`src/hw/rtl/chunked_key_value_store_macros.svh`:
```
// Assertion macros shared by the chunked key/value store RTL
`ifndef CHUNKED_KEY_VALUE_STORE_MACROS_SVH
`define CHUNKED_KEY_VALUE_STORE_MACROS_SVH

// same-cycle implication, sampled on clock, off during reset
`define CKVS_ASSERT_SAME(label, ante, cons, msg) \
   label: assert property (@(posedge clock) disable iff (reset) (ante) |-> (cons)) \
      else $error(msg);

// next-cycle implication, sampled on clock, off during reset
`define CKVS_ASSERT_NEXT(label, ante, cons, msg) \
   label: assert property (@(posedge clock) disable iff (reset) (ante) |=> (cons)) \
      else $error(msg);

`endif

```
`src/hw/rtl/ckvs_pkg.sv`:
```
// Types, constants and codes of the chunked key/value store
package ckvs_pkg;

   localparam int STORE_BYTES_DEF = 1024;
   localparam int HEADER_BYTES    = 8;
   localparam int PTR_W           = 18;
   localparam logic [7:0] MAGIC_RESET = 8'd82;
   localparam logic [7:0] ERASED_BYTE = 8'hFF;

   localparam logic [1:0] REQ_FIND  = 2'd0;
   localparam logic [1:0] REQ_EMPL  = 2'd1;
   localparam logic [1:0] REQ_READ  = 2'd2;
   localparam logic [1:0] REQ_WRITE = 2'd3;

   localparam logic [1:0] ST_OK      = 2'd0;
   localparam logic [1:0] ST_NO_ROOM = 2'd1;
   localparam logic [1:0] ST_MISSING = 2'd2;

   typedef struct packed {
      logic [1:0]  req_type;
      logic [31:0] key;
      logic [7:0]  record_type;
      logic [9:0]  want_size;
      logic [9:0]  byte_addr;
      logic [7:0]  byte_data;
   } req_item_type;

   typedef struct packed {
      logic        found;
      logic [9:0]  record_addr;
      logic [7:0]  record_kind;
      logic [15:0] record_size;
      logic [1:0]  status;
      logic [7:0]  read_byte;
   } rsp_item_type;

   typedef enum logic [3:0] {
      DP_IDLE,
      DP_CLEAR,
      DP_LATCH,
      DP_BYTE_RD,
      DP_BYTE_WR,
      DP_WALK_START,
      DP_HDR_RD,
      DP_WALK_NEXT,
      DP_TAKE_REC,
      DP_FREE_PREP,
      DP_TERM_PREP,
      DP_FINAL_PREP,
      DP_HDR_WR
   } dp_op_type;

   typedef enum logic [2:0] {
      RSP_NONE,
      RSP_BYTE,
      RSP_EMPTY,
      RSP_HDR,
      RSP_FINAL,
      RSP_NOROOM,
      RSP_MISS
   } rsp_sel_type;

   typedef struct packed {
      dp_op_type   op;
      rsp_sel_type rsp;
   } dp_cmd_type;

   typedef struct packed {
      logic clear_last;
      logic hdr_done;
      logic wr_last;
      logic fits;
      logic hdr_valid;
      logic key_match;
      logic free_match;
      logic room_ok;
      logic rec_small;
   } dp_stat_type;

   typedef enum logic [3:0] {
      S_CLEAR,
      S_IDLE,
      S_BYTE_RD,
      S_BYTE_RSP,
      S_BYTE_WR,
      S_KEY_START,
      S_KEY_HDR,
      S_KEY_CHK,
      S_EMP_DECIDE,
      S_FREE_WR,
      S_FREE_START,
      S_FREE_HDR,
      S_FREE_CHK,
      S_TERM_WR,
      S_FINAL_PREP,
      S_FINAL_WR
   } state_type;

endpackage

```
`src/hw/rtl/ckvs_ctrl.sv`:
```
// Controller state machine: sequences the erase, byte accesses, walks, header writes and results
module ckvs_ctrl import ckvs_pkg::*; (
   input  logic        clock,
   input  logic        reset,
   input  logic        start,
   input  logic [1:0]  req_type,
   input  dp_stat_type stat,
   output dp_cmd_type  cmd,
   output logic        busy
);

   state_type state_ff, state_in;
   logic      emp_ff, emp_in;

   always_ff @(posedge clock) begin
      if (reset) begin
         state_ff <= S_CLEAR;
         emp_ff   <= 1'b0;
      end else begin
         state_ff <= state_in;
         emp_ff   <= emp_in;
      end
   end

   assign busy = state_ff != S_IDLE;

   always_comb begin
      state_in = state_ff;
      emp_in   = emp_ff;
      cmd.op   = DP_IDLE;
      cmd.rsp  = RSP_NONE;
      unique case (state_ff)
         S_CLEAR: begin
            cmd.op = DP_CLEAR;
            if (stat.clear_last) begin
               state_in = S_IDLE;
            end
         end
         S_IDLE: begin
            if (start) begin
               cmd.op = DP_LATCH;
               emp_in = req_type == REQ_EMPL;
               unique case (req_type)
                  REQ_FIND:  state_in = S_KEY_START;
                  REQ_EMPL:  state_in = S_KEY_START;
                  REQ_READ:  state_in = S_BYTE_RD;
                  REQ_WRITE: state_in = S_BYTE_WR;
                  default:   state_in = S_IDLE;
               endcase
            end
         end
         S_BYTE_RD: begin
            cmd.op   = DP_BYTE_RD;
            state_in = S_BYTE_RSP;
         end
         S_BYTE_RSP: begin
            cmd.rsp  = RSP_BYTE;
            state_in = S_IDLE;
         end
         S_BYTE_WR: begin
            cmd.op   = DP_BYTE_WR;
            cmd.rsp  = RSP_EMPTY;
            state_in = S_IDLE;
         end
         S_KEY_START: begin
            cmd.op   = DP_WALK_START;
            state_in = S_KEY_HDR;
         end
         S_KEY_HDR: begin
            if (!stat.fits) begin
               // walk left the store: key is absent
               if (emp_ff) begin
                  state_in = S_FREE_START;
               end else begin
                  cmd.rsp  = RSP_MISS;
                  state_in = S_IDLE;
               end
            end else begin
               cmd.op = DP_HDR_RD;
               if (stat.hdr_done) begin
                  state_in = S_KEY_CHK;
               end
            end
         end
         S_KEY_CHK: begin
            priority if (!stat.hdr_valid) begin
               if (emp_ff) begin
                  state_in = S_FREE_START;
               end else begin
                  cmd.rsp  = RSP_MISS;
                  state_in = S_IDLE;
               end
            end else if (stat.key_match) begin
               if (emp_ff) begin
                  cmd.op   = DP_TAKE_REC;
                  state_in = S_EMP_DECIDE;
               end else begin
                  cmd.rsp  = RSP_HDR;
                  state_in = S_IDLE;
               end
            end else begin
               cmd.op   = DP_WALK_NEXT;
               state_in = S_KEY_HDR;
            end
         end
         S_EMP_DECIDE: begin
            if (stat.rec_small) begin
               cmd.op   = DP_FREE_PREP;
               state_in = S_FREE_WR;
            end else begin
               state_in = S_FINAL_PREP;
            end
         end
         S_FREE_WR: begin
            cmd.op = DP_HDR_WR;
            if (stat.wr_last) begin
               state_in = S_FREE_START;
            end
         end
         S_FREE_START: begin
            cmd.op   = DP_WALK_START;
            state_in = S_FREE_HDR;
         end
         S_FREE_HDR: begin
            if (!stat.fits) begin
               cmd.rsp  = RSP_NOROOM;
               state_in = S_IDLE;
            end else begin
               cmd.op = DP_HDR_RD;
               if (stat.hdr_done) begin
                  state_in = S_FREE_CHK;
               end
            end
         end
         S_FREE_CHK: begin
            priority if (!stat.hdr_valid) begin
               // chain end: append here if header, data and terminator fit
               if (stat.room_ok) begin
                  cmd.op   = DP_TERM_PREP;
                  state_in = S_TERM_WR;
               end else begin
                  cmd.rsp  = RSP_NOROOM;
                  state_in = S_IDLE;
               end
            end else if (stat.free_match) begin
               cmd.op   = DP_TAKE_REC;
               state_in = S_FINAL_PREP;
            end else begin
               cmd.op   = DP_WALK_NEXT;
               state_in = S_FREE_HDR;
            end
         end
         S_TERM_WR: begin
            cmd.op = DP_HDR_WR;
            if (stat.wr_last) begin
               state_in = S_FINAL_PREP;
            end
         end
         S_FINAL_PREP: begin
            cmd.op   = DP_FINAL_PREP;
            state_in = S_FINAL_WR;
         end
         S_FINAL_WR: begin
            cmd.op = DP_HDR_WR;
            if (stat.wr_last) begin
               cmd.rsp  = RSP_FINAL;
               state_in = S_IDLE;
            end
         end
         default: state_in = S_IDLE;
      endcase
   end

endmodule

```
`config.mk`:
```
export PLATFORM = sky130hd
export DESIGN_NAME = ckvs_ctrl
export DESIGN_NICKNAME = d
export VERILOG_FILES = /design/src/hw/rtl/chunked_key_value_store_macros.svh /design/src/hw/rtl/ckvs_pkg.sv /design/src/hw/rtl/ckvs_ctrl.sv
export SDC_FILE = /design/constraint.sdc
export NUM_CORES = 1
export LEC_CHECK = 0
export ABC_AREA = 1
export BUFFER_PORTS_ARGS = -buffer_cell sky130_fd_sc_hd__clkbuf_2
export CAP_MARGIN = 10
export CORE_AREA = 2 2 42 44
export CTS_CLUSTER_DIAMETER = 60
export DETAILED_ROUTE_END_ITERATION = 6
export DIE_AREA = 0 0 44 46
export PLACE_DENSITY = 0.77
export SLEW_MARGIN = 20
export SYNTH_ARGS = -nofsm -noshare
export SYNTH_HDL_FRONTEND = slang
export SYNTH_SLANG_ARGS = --single-unit
```
`constraint.sdc`:
```
create_clock -name clock -period 2.51 [get_ports clock]
set_input_delay 0.251 -clock clock [delete_from_list [all_inputs] [get_ports clock]]
set_output_delay 0.251 -clock clock [all_outputs]
set_load 0.05 [all_outputs]
```
[Word-level counts from Yosys, hierarchy flattened]
Index checks and enable logic that the tools add are counted.
Word-level totals
  output and inout bits: 8
  flip-flop bits (word level): 5
  bits of input ports: 14
  logic and storage cells: 76
Operators by class
  equal/unequal tests: 26
  muxes and demuxes: 39
  reductions and logical operators: 9
Operator list (number)
  4-bit two-way mux: 22
  4-bit case mux with 15 select lines: 1
  4-bit case mux with 11 select lines: 1
  3-bit two-way mux: 11
  4-bit == test (second input constant): 8
  3-bit case mux with 7 select lines: 1
  4-bit by 3-bit == test with 1-bit output (second input constant): 4
  4-bit case mux with 3 select lines: 1
  2-bit inequality test (second input constant): 5
  4-bit by 2-bit == test with 1-bit output (second input constant): 2
  2-bit OR reduction: 4
  7-bit AND reduction: 1
  3-bit inequality test (second input constant): 2
  2-bit == test (second input constant): 2
  4-bit by 1-bit == test with 1-bit output (second input constant): 1
  4-bit zero test: 1
  2-bit two-way mux: 2
  4-bit by 1-bit inequality test with 1-bit output (second input constant): 1
  3-bit OR reduction: 1
  2-bit by 1-bit == test with 1-bit output (second input constant): 1
  2-bit zero test: 1
  2-bit AND reduction: 1

[Depth between registers and ports, before layout]
  word-level depth: 5
  mapped depth: 11
  depth with buffers taken out: 10

[Worst setup path after synthesis]
OpenSTA, ideal clock, no wires.
  path kind: register to output
  from: register state_ff[0]
  to: output cmd[4] (netlist bit)
  data required time: 2.259 ns
  buffers on the path: 0
  cell stages (with the launch flop): 7
  slack: 0.559 ns
  arrival time: 1.700 ns
  cell sequence: dfxtp_1 > inv_1 > nor2_1 > nand2_1 > nor2_1 > inv_1 > o2111ai_1
RTL lines
  start: declaration: line ckvs_ctrl.sv:12  | state_type state_ff, state_in;
  start signal: assignment: line ckvs_ctrl.sv:20  | state_ff <= state_in;
  end: declaration: line ckvs_ctrl.sv:8  | output dp_cmd_type cmd,

==> results.txt <==
Count of maximum capacitance violations: 0. The tools report the count of yosys warnings during synthesis as 0. After synthesis, the netlist uses 24 different library cells. Entering global routing, the biggest net connects 9 pins. The average cell area after synthesis is 5.22 um2, and the total congestion overflow after global routing is 0. For the pin with the worst max-slew slack, the measured transition is 0.319 ns.

In this run, post-CTS repair resized a total of 0 instances. The number of H-tree branching levels is 1. Buffers added to address setup during post-CTS repair amount to 0. The synthesized netlist net count was 167; the static leakage was 0.515 nW.

The number of flip-flops and latches in the synthesized netlist was 5; the number of port buffers was 21. Clock skew on the completed layout was measured at 0.00335 ns. In the final layout, the share of cells above drive strength 1 is 22.6%. Worst hold path class: in2reg.

The endpoint required time on the critical path is 2.26 ns. The design draws 0.000686 W. 0 antenna diodes ended up in the layout. Leaving out fill and tap cells, the most frequent cells in the layout are sky130_fd_sc_hd__nand2_1 (53), sky130_fd_sc_hd__nor2_1 (22), sky130_fd_sc_hd__clkbuf_2 (21). The run gives 1.99 mm as the placed wire-length estimate. The clock-pin slew on the worst setup and hold paths came out at 0.04 ns.

Number of sinks on the clock net: 5. Once detail routing completed, the nets flagged for antenna violations numbered 0. The logs give 153 for the number of cells produced by synthesis and 0.508 mV for the highest ir drop seen on vdd. The die covers 0.00202 mm2. The max-slew violation count was 0. Leaving out fill and tap cells, the most frequent cell in the layout is sky130_fd_sc_hd__nand2_1.

In this run the clock root is driven by a sky130_fd_sc_hd__clkbuf_4. In this run the power density over the cells is 730 mW/mm2. The tools report the final count of hold timing violations as 0. The later pin in the worst-skew pair is clocked with a latency of 0.24 ns. The total of hold buffers inserted after clock tree synthesis is 0.

In this run the vertical extent of the chip is 46 um. The residual DRC count is 0. Worst-path maximum fanout: 8. The first-pass GRT wire length was 3.88 mm; the I/O pin total was 22.

The via total after detailed routing is 1074, and the total track usage is 26.0%. The initial antenna violation count came out at 0. The average wire length per cell after detail routing is 12.0 um. Counting I/O delays and the setup requirement, the final critical path takes 2.05 ns.

Setup total negative slack on the finished layout was measured at 0 ns. The run gives 0.947 as the routability congestion estimate from global placement. The worst setup path is captured at a primary output. The detailed-router iteration count before antenna repair is 4, and the post-route clock period utilization is 81.5%.

Setup violations remaining at the end of the flow were counted as 0. The die width works out to 44 um. The part of the Yosys area used for sequential elements was 12.5%.

The via count of the first global-routing pass is 1001. From synthesis to final layout, the design area changed by 17.7%. In this run the register-to-register setup slack is 0.97 ns. The longest clock path from root to sink contains 2 buffers.

For this run, the top clock speed supported by timing is 0.489 GHz. In this run, CTS created clock tree buffers numbering 3. The tools report the final routed wirelength across all metal layers as 2.34 mm. The netlist area before placement came out at 798 um2. The run finished with clean final reports.

TritonCTS built the clock tree. Worst relative slew slack: 78.7%. The floorplan has 15 rows. The number of vias per cell was 5.54. Setup repair after global routing left no endpoint under its margin. After the last flow step, the layout net total stands at 192. The critical path in this run is classified as reg2out. Data arrives at the worst endpoint at 1.79 ns.

After the first detailed-routing iteration, the DRC count stood at 56. The element type at the critical path start is a flip-flop. The core outline area is 0.00161 mm2. For this configuration, the core starts out at a cell density of 49.5%.
logic make-up (layout without fill, tap and decap cells):
logic type             Yosys count  in the layout  share of synthesized area (%)
AO/OA/AOI/OAI                   29             29                           22.6
buffers and inverters           20             44                           10.3
flip-flops                       5              5                           12.5
AND/OR/NAND/NOR                 99             99                           54.5
through the flow:
| step | utilization [%] | instance area (um2) | setup WS [ns] | hold slack [ns] | std cells |
|---|---|---|---|---|---|
| after floorplan | - | 798 | 0.559 | 0.320 | 153 |
| after global placement | 56.6 | 913 | 0.786 | 0.479 | 190 |
| after detailed placement | 56.6 | 913 | 0.726 | 0.491 | 190 |
| after CTS | 58.2 | 940 | 0.462 | 0.231 | 194 |
| after global routing | 58.2 | 940 | 0.324 | 0.238 | 194 |
| final | 58.2 | 940 | 0.464 | 0.239 | 194 |
layer usage:
metal | global-route usage [%] | vias up | share of wire [%]
met1 | 29.6 | 456 | 42
li1 | - | 552 | -
met5 | 0 | - | 0
met4 | 24.2 | 0 | 4.8
met3 | 3.57 | 12 | 7.0
met2 | 41.8 | 54 | 47
cells in the mapped netlist:
master,number,area (um2)
sky130_fd_sc_hd__or2_2,2,12.5
sky130_fd_sc_hd__a21oi_4,1,16.3
sky130_fd_sc_hd__nor2_1,22,82.6
sky130_fd_sc_hd__o21bai_1,1,7.51
sky130_fd_sc_hd__o21ai_0,12,60.1
sky130_fd_sc_hd__nand3_2,1,10.0
sky130_fd_sc_hd__dfxtp_1,5,100
sky130_fd_sc_hd__a221oi_1,1,8.76
sky130_fd_sc_hd__inv_2,4,15.0
sky130_fd_sc_hd__o211ai_1,1,7.51
sky130_fd_sc_hd__a22oi_1,1,7.51
sky130_fd_sc_hd__nor2_2,2,12.5
sky130_fd_sc_hd__a21oi_1,8,40.0
sky130_fd_sc_hd__o2111ai_1,3,26.3
sky130_fd_sc_hd__nand3_1,7,35.0
sky130_fd_sc_hd__nand2_2,4,25.0
sky130_fd_sc_hd__buf_6,1,11.3
sky130_fd_sc_hd__nand2_1,53,199
sky130_fd_sc_hd__nor3_1,2,10.0
sky130_fd_sc_hd__nand4_1,3,18.8
sky130_fd_sc_hd__nand3b_1,1,7.51
sky130_fd_sc_hd__a31oi_1,1,6.26
sky130_fd_sc_hd__nor2_4,2,22.5
sky130_fd_sc_hd__inv_1,15,56.3
critical path, cell delays in order, from the launching register on:
cell and delay [ns]:
sky130_fd_sc_hd__dfxtp_1 0.50, sky130_fd_sc_hd__inv_1 0.15, sky130_fd_sc_hd__nor2_1 0.21, sky130_fd_sc_hd__nand2_2 0.11, sky130_fd_sc_hd__inv_1 0.08, sky130_fd_sc_hd__o21ai_0 0.10
sky130_fd_sc_hd__o2111ai_1 0.10, sky130_fd_sc_hd__clkbuf_2 0.31
area by class of cell:
cell class | count | area [um2]
tap | 17 | 21.3
inverter | 19 | 71.3
fill | 172 | 674
clock buffer | 4 | 26.3
timing repair buffer | 21 | 105
sequential | 5 | 100
multi-input combinational | 128 | 616
power by group:
part           switching, W  internal [W]  leakage, nW  total [W]
registers         0.0000258     0.0000960       0.0408   0.000122
logic              0.000351      0.000121        0.459   0.000472
clock network     0.0000317     0.0000600       0.0150  0.0000918
total              0.000409      0.000277        0.515   0.000686
path summary, 6_finish.rpt:
check / startpoint / to / cells past startpoint
worst max-delay path: state_ff[3]$_SDFFE_PP0P_ / cmd[4] / 7
worst min-delay path: reset / state_ff[1]$_SDFFE_PP0P_ / 2
worst max register to register: state_ff[3]$_SDFFE_PP0P_ / state_ff[0]$_SDFFE_PP0P_ / 7
worst min register to register: emp_ff$_SDFFE_PP0P_ / emp_ff$_SDFFE_PP0P_ / 2
registers in the layout (all words and copies together) (netlist names):
signal    flops
emp_ff        1
state_ff      4
(Power assumes the default switching activity.)
